==> src/rtl/rtcal_pkg.sv <==
// Shared types, constants and calendar helpers for the RTC daily alarm unit.
`default_nettype none

package rtcal_pkg;

  localparam int HOUR_MAX      = 23;
  localparam int MINUTE_MAX    = 59;
  localparam int MIN_PER_HOUR  = 60;
  localparam int YEAR_TOP      = 99;
  localparam int MONTH_TOP     = 12;
  localparam int TOD_W         = 11;  // holds 31*60+63

  localparam int IN_TDATA_W    = 48;
  localparam int IN_TUSER_W    = 1;
  localparam int OUT_TDATA_W   = 24;

  typedef enum logic {
    OP_ARM  = 1'b0,
    OP_TICK = 1'b1
  } op_t;

  typedef enum logic [1:0] {
    ST_OK    = 2'd0,
    ST_RANGE = 2'd1,
    ST_CLOCK = 2'd2
  } status_t;

  typedef struct packed {
    logic [6:0] year;
    logic [3:0] month;
    logic [4:0] day;
  } date_t;

  typedef struct packed {
    op_t        operation;
    logic [6:0] set_hour;
    logic [6:0] set_minute;
    date_t      clock_date;
    logic [4:0] now_hour;
    logic [5:0] now_minute;
    logic       clock_valid;
  } item_t;

  typedef struct packed {
    status_t arm_status;
    logic    fired;
    logic    armed_now;
    date_t   goal;
  } result_t;

  // Days in a month; unknown month codes count 30 days.
  function automatic logic [4:0] month_length(input logic [3:0] month,
                                              input logic [6:0] year);
    logic [4:0] len;
    unique case (month)
      4'd1, 4'd3, 4'd5, 4'd7, 4'd8, 4'd10, 4'd12: len = 5'd31;
      4'd2:    len = (year[1:0] == 2'b00) ? 5'd29 : 5'd28;
      default: len = 5'd30;
    endcase
    return len;
  endfunction

endpackage

`default_nettype wire

==> src/rtl/rtcal_in_reg.sv <==
// Input register stage: capture one request and hold it until the core takes it.
`default_nettype none

module rtcal_in_reg (
  input  wire logic           clk,
  input  wire logic           rst,
  input  wire logic           in_valid,
  output logic                in_ready,
  input  wire rtcal_pkg::item_t in_item,
  input  wire logic           take,
  output logic                held_valid,
  output rtcal_pkg::item_t    held_item
);

  // Free slot, or the held request leaves this cycle.
  assign in_ready = !held_valid || take;

  always_ff @(posedge clk) begin
    if (rst) begin
      held_valid <= 1'b0;
    end else if (in_ready) begin
      held_valid <= in_valid;
    end
  end

  always_ff @(posedge clk) begin
    if (in_ready && in_valid) begin
      held_item <= in_item;
    end
  end

endmodule

`default_nettype wire

==> src/rtl/rtcal_next_day.sv <==
// Calendar step: advance a date by one day when asked, else pass it on.
`default_nettype none

module rtcal_next_day (
  input  wire rtcal_pkg::date_t today,
  input  wire logic             roll,
  output rtcal_pkg::date_t      result
);

  logic [4:0] len;

  assign len = rtcal_pkg::month_length(today.month, today.year);

  always_comb begin
    result = today;
    if (roll) begin
      if (today.day < len) begin
        result.day = today.day + 5'd1;
      end else begin
        result.day = 5'd1;
        if (today.month < 4'(rtcal_pkg::MONTH_TOP)) begin
          result.month = today.month + 4'd1;
        end else begin
          result.month = 4'd1;
          result.year  = (today.year < 7'(rtcal_pkg::YEAR_TOP)) ? today.year + 7'd1 : 7'd0;
        end
      end
    end
  end

endmodule

`default_nettype wire

==> src/rtl/rtcal_core.sv <==
// Alarm state, arm and match decisions, and the result register.
`default_nettype none

module rtcal_core (
  input  wire logic             clk,
  input  wire logic             rst,
  input  wire logic             item_valid,
  input  wire rtcal_pkg::item_t item,
  output logic                  take,
  output logic                  res_valid,
  input  wire logic             res_ready,
  output rtcal_pkg::result_t    res
);

  logic             armed, armed_next;
  logic [4:0]       alarm_hour;
  logic [5:0]       alarm_minute;
  rtcal_pkg::date_t target, target_next;
  rtcal_pkg::date_t stepped;

  logic                    is_arm, range_bad, arm_ok, hit, roll;
  logic [rtcal_pkg::TOD_W-1:0] cur_tod, req_tod;
  rtcal_pkg::status_t      status;

  assign take = item_valid && (!res_valid || res_ready);

  assign is_arm    = (item.operation == rtcal_pkg::OP_ARM);
  assign range_bad = (item.set_hour > 7'(rtcal_pkg::HOUR_MAX)) ||
                     (item.set_minute > 7'(rtcal_pkg::MINUTE_MAX));
  assign arm_ok    = is_arm && !range_bad && item.clock_valid;

  assign cur_tod = rtcal_pkg::TOD_W'(item.now_hour) *
                   rtcal_pkg::TOD_W'(rtcal_pkg::MIN_PER_HOUR) +
                   rtcal_pkg::TOD_W'(item.now_minute);
  assign req_tod = rtcal_pkg::TOD_W'(item.set_hour) *
                   rtcal_pkg::TOD_W'(rtcal_pkg::MIN_PER_HOUR) +
                   rtcal_pkg::TOD_W'(item.set_minute);
  assign roll    = (cur_tod >= req_tod);

  rtcal_next_day u_next_day (
    .today  (item.clock_date),
    .roll   (roll),
    .result (stepped)
  );

  assign hit = !is_arm && armed && item.clock_valid &&
               (item.clock_date == target) &&
               (item.now_hour == alarm_hour) &&
               (item.now_minute == alarm_minute);

  always_comb begin
    armed_next  = armed;
    target_next = target;
    if (arm_ok) begin
      armed_next  = 1'b1;
      target_next = stepped;
    end else if (hit) begin
      armed_next = 1'b0;
    end
  end

  always_comb begin
    priority if (!is_arm) begin
      status = rtcal_pkg::ST_OK;
    end else if (range_bad) begin
      status = rtcal_pkg::ST_RANGE;
    end else if (!item.clock_valid) begin
      status = rtcal_pkg::ST_CLOCK;
    end else begin
      status = rtcal_pkg::ST_OK;
    end
  end

  // Alarm state: reset clears it; otherwise only a taken request moves it.
  always_ff @(posedge clk) begin
    if (rst) begin
      armed        <= 1'b0;
      alarm_hour   <= '0;
      alarm_minute <= '0;
      target       <= '0;
    end else if (take) begin
      armed  <= armed_next;
      target <= target_next;
      if (arm_ok) begin
        alarm_hour   <= item.set_hour[4:0];
        alarm_minute <= item.set_minute[5:0];
      end
    end
  end

  always_ff @(posedge clk) begin
    if (rst) begin
      res_valid <= 1'b0;
    end else if (take) begin
      res_valid <= 1'b1;
    end else if (res_ready) begin
      res_valid <= 1'b0;
    end
  end

  always_ff @(posedge clk) begin
    if (take) begin
      res.arm_status <= status;
      res.fired      <= hit;
      res.armed_now  <= armed_next;
      res.goal       <= target_next;
    end
  end

endmodule

`default_nettype wire

==> src/rtl/rtc_daily_alarm_unit_top.sv <==
// Top level of the RTC daily alarm unit: stream ports and field packing.
//
//   channel  direction  handshake                     payload
//   s_axis   in         s_axis_tvalid/s_axis_tready   tdata: set and clock fields, tuser: op
//   m_axis   out        m_axis_tvalid/m_axis_tready   tdata: status, fired, armed, goal date
//
// Each request passes an input register, then compare and calendar-step logic
// into the result register; one request per cycle is sustained while m_axis_tready
// is high. rst (synchronous, active high) disarms the alarm, zeroes the stored
// time and target date, and empties both registers. A stalled m_axis holds its
// result; the input register still fills, and s_axis_tready drops only when both
// are full.
`default_nettype none

module rtc_daily_alarm_unit_top (
  input  wire logic                              clk,
  input  wire logic                              rst,
  input  wire logic                              s_axis_tvalid,
  output logic                                   s_axis_tready,
  // [6:0] set_hour, [13:7] set_minute, [20:14] now_year, [24:21] now_month,
  // [29:25] now_day, [34:30] now_hour, [40:35] now_minute, [41] clock_valid,
  // [47:42] zero
  input  wire logic [rtcal_pkg::IN_TDATA_W-1:0]  s_axis_tdata,
  // [0] operation
  input  wire logic [rtcal_pkg::IN_TUSER_W-1:0]  s_axis_tuser,
  output logic                                   m_axis_tvalid,
  input  wire logic                              m_axis_tready,
  // [1:0] arm_status, [2] fired, [3] armed_now, [10:4] goal_year,
  // [14:11] goal_month, [19:15] goal_day, [23:20] zero
  output logic [rtcal_pkg::OUT_TDATA_W-1:0]      m_axis_tdata
);

  rtcal_pkg::item_t   in_item, held_item;
  rtcal_pkg::result_t res;
  logic               held_valid, take;

  // Unpack the request fields, lowest bits first.
  always_comb begin
    in_item.operation        = rtcal_pkg::op_t'(s_axis_tuser[0]);
    in_item.set_hour         = s_axis_tdata[6:0];
    in_item.set_minute       = s_axis_tdata[13:7];
    in_item.clock_date.year  = s_axis_tdata[20:14];
    in_item.clock_date.month = s_axis_tdata[24:21];
    in_item.clock_date.day   = s_axis_tdata[29:25];
    in_item.now_hour         = s_axis_tdata[34:30];
    in_item.now_minute       = s_axis_tdata[40:35];
    in_item.clock_valid      = s_axis_tdata[41];
  end

  // Hold the incoming request until the core takes it.
  rtcal_in_reg u_in_reg (
    .clk        (clk),
    .rst        (rst),
    .in_valid   (s_axis_tvalid),
    .in_ready   (s_axis_tready),
    .in_item    (in_item),
    .take       (take),
    .held_valid (held_valid),
    .held_item  (held_item)
  );

  // Decide arm/tick, update the alarm, register the result.
  rtcal_core u_core (
    .clk        (clk),
    .rst        (rst),
    .item_valid (held_valid),
    .item       (held_item),
    .take       (take),
    .res_valid  (m_axis_tvalid),
    .res_ready  (m_axis_tready),
    .res        (res)
  );

  // Pack the result fields, lowest bits first, zero-fill the top nibble.
  assign m_axis_tdata = {4'd0, res.goal.day, res.goal.month, res.goal.year,
                         res.armed_now, res.fired, res.arm_status};

endmodule

`default_nettype wire
==> config.mk <==
export PLATFORM = sky130hd
export DESIGN_NAME = rtc_daily_alarm_unit_top
export DESIGN_NICKNAME = d
export VERILOG_FILES = /design/src/rtl/rtcal_pkg.sv /design/src/rtl/rtcal_in_reg.sv /design/src/rtl/rtcal_next_day.sv /design/src/rtl/rtcal_core.sv /design/src/rtl/rtc_daily_alarm_unit_top.sv
export SDC_FILE = /design/constraint.sdc
export NUM_CORES = 1
export LEC_CHECK = 0
export BUFFER_PORTS_ARGS = -buffer_cell sky130_fd_sc_hd__buf_2
export CAP_MARGIN = 10
export CORE_MARGIN = 10
export CORE_UTILIZATION = 45
export DETAILED_ROUTE_END_ITERATION = 8
export PLACE_DENSITY_LB_ADDON = 0.15
export SLEW_MARGIN = 20
export SYNTH_ARGS = -nofsm -noshare
export SYNTH_HDL_FRONTEND = slang
export SYNTH_HIERARCHICAL = 1
export SYNTH_SLANG_ARGS = --single-unit
==> constraint.sdc <==
create_clock -name clk -period 12.3 [get_ports clk]
set_clock_uncertainty 0.2 [all_clocks]
set_input_delay 1.845 -clock clk [delete_from_list [all_inputs] [get_ports clk]]
set_output_delay 1.845 -clock clk [all_outputs]
set_load 0.05 [all_outputs]
# Word level (Yosys, flattened, before mapping)
# Index checks and enable logic that the tools add are counted.
[totals] in_bits=53 output_inout_bits=26 word_cells=84 regBits=93
[op_classes] eq_ne=11 bitwise=1 reduce_logical=20 add_sub_neg=5 order_cmp=6 muxes=15 n_mul=2
[ops] op="16-bit 2-to-1 mux" n=2
[ops] op="16-bit equality test" n=1
[ops] op="7-bit 2-to-1 mux" n=2
[ops] op="4-bit equality test (second input constant)" n=3
[ops] op="11-bit by 6-bit adder with 11-bit output" n=1
[ops] op="11-bit by 7-bit adder with 11-bit output" n=1
[ops] op="11-bit greater-or-equal comparator" n=1
[ops] op="11-bit 2-to-1 mux" n=1
[ops] op="1-bit logical AND" n=9
[ops] op="5-bit by 4-bit multiplier with 9-bit output (second input constant)" n=1
[ops] op="7-bit by 4-bit multiplier with 9-bit output (second input constant)" n=1
[ops] op="4-bit by 2-bit equality test with 1-bit output (second input constant)" n=2
[ops] op="4-bit by 3-bit equality test with 1-bit output (second input constant)" n=2
[ops] op="7-bit by 1-bit adder with 7-bit output (second input constant)" n=1
[ops] op="7-bit by 5-bit greater-than comparator with 1-bit output (second input constant)" n=1
[ops] op="7-bit by 6-bit greater-than comparator with 1-bit output (second input constant)" n=1
[ops] op="7-bit less-than comparator (second input constant)" n=1
[ops] op="7-bit OR reduction" n=1
[ops] op="6-bit equality test" n=1
[ops] op="1-bit 2-to-1 mux" n=6
[ops] op="5-bit by 1-bit adder with 5-bit output (second input constant)" n=1
[ops] op="5-bit equality test" n=1
[ops] op="5-bit less-than comparator" n=1
[ops] op="5-bit 2-to-1 mux" n=1
[ops] op="13 further kinds" n=17

# Longest topological paths before layout
[logic_depth] word_depth=7 ltp_mapped=25 mapped_depth_nobuf=24

# By module
# Netlist, hierarchy kept.
[modules_own_cells] module="rtcal_core" instances=1 cells_each=397 area_per_inst_um2=4063.9
[modules_own_cells] module="rtcal_in_reg" instances=1 cells_each=48 area_per_inst_um2=1346.3
[modules_own_cells] module="rtcal_next_day" instances=1 cells_each=95 area_per_inst_um2=614.3
[modules_own_cells] module="rtc_daily_alarm_unit_top" instances=1 cells_each=5 area_per_inst_um2=33.8

# Worst setup path after synthesis
# Ideal clock, no wire load.
[synth_timing] path_type="register to register" startpoint="reg u_in_reg/held_item[35] (netlist name)" endpoint="reg u_core/res[12] (netlist name)" arrival_time_ns=5.277 path_stages_with_launch=25 setup_slack_ns=6.563 setup_ns=0.260 cell_sequence="edfxtp_1 -> fa_1 -> inv_1 -> fa_1 -> inv_1 -> fa_1 -> xor2_1 -> ha_1 -> o21a_1 -> o31a_1 -> nor2_1 -> nor4b_2 -> xnor2_1 -> ha_1 -> a21oi_1 -> nand2_1 -> nor2_1 -> a21oi_1 -> o31a_1 -> inv_2 -> or3_1 -> buf_6 -> o31a_2 -> a31o_2 -> mux2_2"

==> results.sh <==
export IMPL_outcome="complete, no violations"
export IMPL_layout_commonest_cell="buf_2"
export IMPL_post_drt_wl_per_cell_um=16.01
export IMPL_hold_end="u_core/res_valid"
export IMPL_synth_seq_area_share=0.4114
export IMPL_grt_ovfl_total=0
export IMPL_globalplace_congestion=0.8068
export IMPL_muxShareOfSynthArea=0.07951
export IMPL_fin_crit_ns=6.407
export IMPL_h_tree_depth=3
export IMPL_grt_usage=0.1424
export IMPL_crit_fanout=9
export IMPL_r2r_cells=21
export IMPL_p_leak_nw=2.841
export IMPL_tns_ns=0
export IMPL_p_per_area_nw_per_um2=157.1
export IMPL_cts_sinks=93
export IMPL_clk_latency_ns=0.34
export IMPL_startpoint="u_in_reg/held_item[10]"
export IMPL_drive_gt1_frac=0.1887
export IMPL_synthFlopType="edfxtp_1"
export IMPL_hpwlAfterDp_mm=9.688
export IMPL_cts_root_buffer="clkbuf_16"
export IMPL_report_power_total_mw=1.072
export IMPL_grt_pass1_wl_mm=20.91
export IMPL_synth_cell_area_sq_um=6058
export IMPL_fp_dieH_um=136.0
export IMPL_die_area_sq_um=18500
export IMPL_io_pins=79
export IMPL_required_ns=12.19
export IMPL_synth_fa_ha_area_frac=0.1838
export IMPL_numCtsBuffers=9
export IMPL_synth_compound_area_frac=0.09025
export IMPL_slew_viol_final=0
export IMPL_multiInputGateArea_sq_um=3254
export IMPL_start_kind="flip-flop"
export IMPL_hold_buffers=0
export IMPL_synth_xor_area_share=0.06939
export IMPL_hold_violations=0
export IMPL_worstHoldStart="u_in_reg/held_valid"
export IMPL_synthCells=545
export IMPL_arrival_ns=6.30
export IMPL_fillers=1208
export IMPL_num_vias=4089
export IMPL_vias_per_cell=5.137
export IMPL_synth_top_family_by_area="adder cells"
export IMPL_reg2reg_to="u_core/res[12]"
export IMPL_drt_initial_drc_count=263
export IMPL_antenna_found_initial=0
export IMPL_grt_max_degree=44
export IMPL_yosysWarnings=6
export IMPL_async_flop_share=0
export IMPL_mostFrequentLayoutCells="68 x buf_2, 63 x edfxtp_1, 58 x inv_1"
export IMPL_holdCritPathClass="reg2reg"
export IMPL_ys_ff_latch=93
export IMPL_ys_types=64
export IMPL_first_pass_iters=5
export IMPL_rsz0062_at_grt="no"
export IMPL_drt_wl_total_mm=12.74
export IMPL_synth_edf_count=63
export IMPL_antenna_cells=0
export IMPL_num_rows=42
export IMPL_cts_repair_resized=0
export IMPL_rr_startpoint="u_in_reg/held_item[10]"
export IMPL_nets=745
export IMPL_avgSynthCellArea_sq_um=11.12
export IMPL_r2r_slack_ns=5.89
export IMPL_fp_dieW_um=136.0
export IMPL_area_growth_pct=12.62
export IMPL_cts_setup_buffers=0
export IMPL_ir_drop_mv=0.09973
export IMPL_synth_simple_area_share=0.1109
export IMPL_cts_tree="yes"
export IMPL_fp_coreArea_sq_um=13190
export IMPL_antenna_left=0
export IMPL_clk_pin_slew_worst_paths_ns=0.06
export IMPL_setup_viol=0
export IMPL_port_buffers=68
export IMPL_cap_violations=0
export IMPL_regArea_sq_um=2492
export IMPL_whs_path_depth=2
export IMPL_crit_type="reg2reg"
export IMPL_period_share=0.5209
export IMPL_max_freq_ghz=0.1561
export IMPL_relSlewSlack=0.2986
export IMPL_drc=0
export IMPL_worst_pin_slew_ns=1.052
export IMPL_start_util=0.4593
export IMPL_ctsLongestPathBuffers=2
export IMPL_grt_pass1_vias=4329
export IMPL_cp_end_kind="flip-flop"
==> worst max-delay path, cell delays in order, from the launching register on <==
cell	delay, ns
edfxtp_1	0.51
inv_1	0.24
fa_1	0.48
fa_1	0.52
inv_1	0.04
ha_1	0.34
o21ai_0	0.13
or4b_2	0.62
o2111ai_1	0.16
nand4_1	0.16
xnor2_1	0.17
ha_1	0.30
a21oi_1	0.08
nand2_1	0.09
nor2_1	0.04
a21oi_1	0.13
o31a_1	0.36
inv_2	0.15
or3_1	0.55
o31a_2	0.37
a31o_2	0.22
mux2_2	0.27
==> layout make-up <==
class	instances	share of cell area
Clock buffer	12	0.03759
Clock inverter	4	0.003301
Inverter	59	0.03246
Multi-Input combinational cell	382	0.4770
Sequential cell	93	0.3653
Tap cell	176	0.03228
Timing Repair Buffer	70	0.05208
==> routing by layer <==
layer,up-vias,part of all wire,wire [um],GRT usage
met5,-,0,0,0
li1,2054,-,-,-
met3,18,0.037,467,0.02509
met1,1933,0.43,5460,0.1626
met2,84,0.52,6586,0.2584
met4,0,0.018,225,0.05385
==> where the power goes <==
part           switching (mW)  internal [mW]
clock network           0.113          0.147
registers              0.0162          0.351
logic                   0.264          0.181
total                   0.393          0.679
==> cells in the mapped netlist (2+ instances only) <==
cell type / n / share of area
o41ai_1: 2 / 0.0029
a31oi_1: 2 / 0.0021
o21bai_1: 4 / 0.0050
buf_4: 6 / 0.0074
nor2b_1: 3 / 0.0031
edfxtp_1: 63 / 0.31
nor3b_1: 2 / 0.0025
dfxtp_1: 30 / 0.099
nand4_1: 6 / 0.0062
a21o_1: 4 / 0.0050
o211ai_1: 3 / 0.0037
clkbuf_1: 3 / 0.0019
mux2i_1: 29 / 0.048
nor2_1: 56 / 0.035
fa_1: 20 / 0.066
xor2_1: 23 / 0.033
xnor2_1: 25 / 0.036
a211oi_1: 7 / 0.0087
nor4_1: 6 / 0.0062
mux2_2: 17 / 0.032
a21oi_1: 18 / 0.015
buf_6: 4 / 0.0074
o21ai_0: 16 / 0.013
nand3_1: 8 / 0.0066
o31ai_1: 4 / 0.0050
nand2b_1: 7 / 0.0072
and2_1: 4 / 0.0041
o31a_1: 2 / 0.0029
nand2_1: 12 / 0.0074
and3_1: 2 / 0.0021
ha_1: 57 / 0.12
nor3_1: 7 / 0.0058
inv_1: 58 / 0.036
o21a_1: 3 / 0.0037
o2111ai_1: 3 / 0.0043
==> logic make-up (layout without fill, tap and decap cells) <==
logic type / after synthesis / after routing
mux: 46 / 46
xor+xnor: 48 / 48
buf+inv: 73 / 145
fa+ha+maj: 77 / 77
other cells: 1 / 4
flops: 93 / 93
simple gates: 127 / 127
compound gates: 80 / 80
==> flip-flops by register name (all words and copies together) (netlist names) <==
name	cells
u_core/target	16
u_core/res_valid	1
u_in_reg/held_valid	1
u_core/res	20
u_core/alarm_minute	6
u_core/alarm_hour	5
u_in_reg/held_item	43
u_core/armed	1
==> worst max-delay path by stage <==
stage,endpoint,slack [ns]
2_1_floorplan,u_core/res[12],6.56
3_3_place_gp,u_core/res[12],6.01
3_5_place_dp,u_core/res[12],5.94
4_1_cts,u_core/res[12],5.91
5_1_grt,u_core/res[12],5.55
6_report,u_core/res[12],5.89
==> through the flow <==
| stage | hold slack, ns | util | instance area (sq um) | instances | worst slack, ns |
|---|---|---|---|---|---|
| floorplan | 0.2806 | - | 6070 | 548 | 6.563 |
| global placement | 0.2939 | 0.4961 | 6544 | 780 | 6.009 |
| detailed placement | 0.3056 | 0.4961 | 6544 | 780 | 5.937 |
| CTS | 0.3238 | 0.5173 | 6823 | 796 | 5.911 |
| global route | 0.3525 | 0.5173 | 6823 | 796 | 5.548 |
| finish | 0.3186 | 0.5173 | 6823 | 796 | 5.893 |
(Power assumes the default switching activity.)
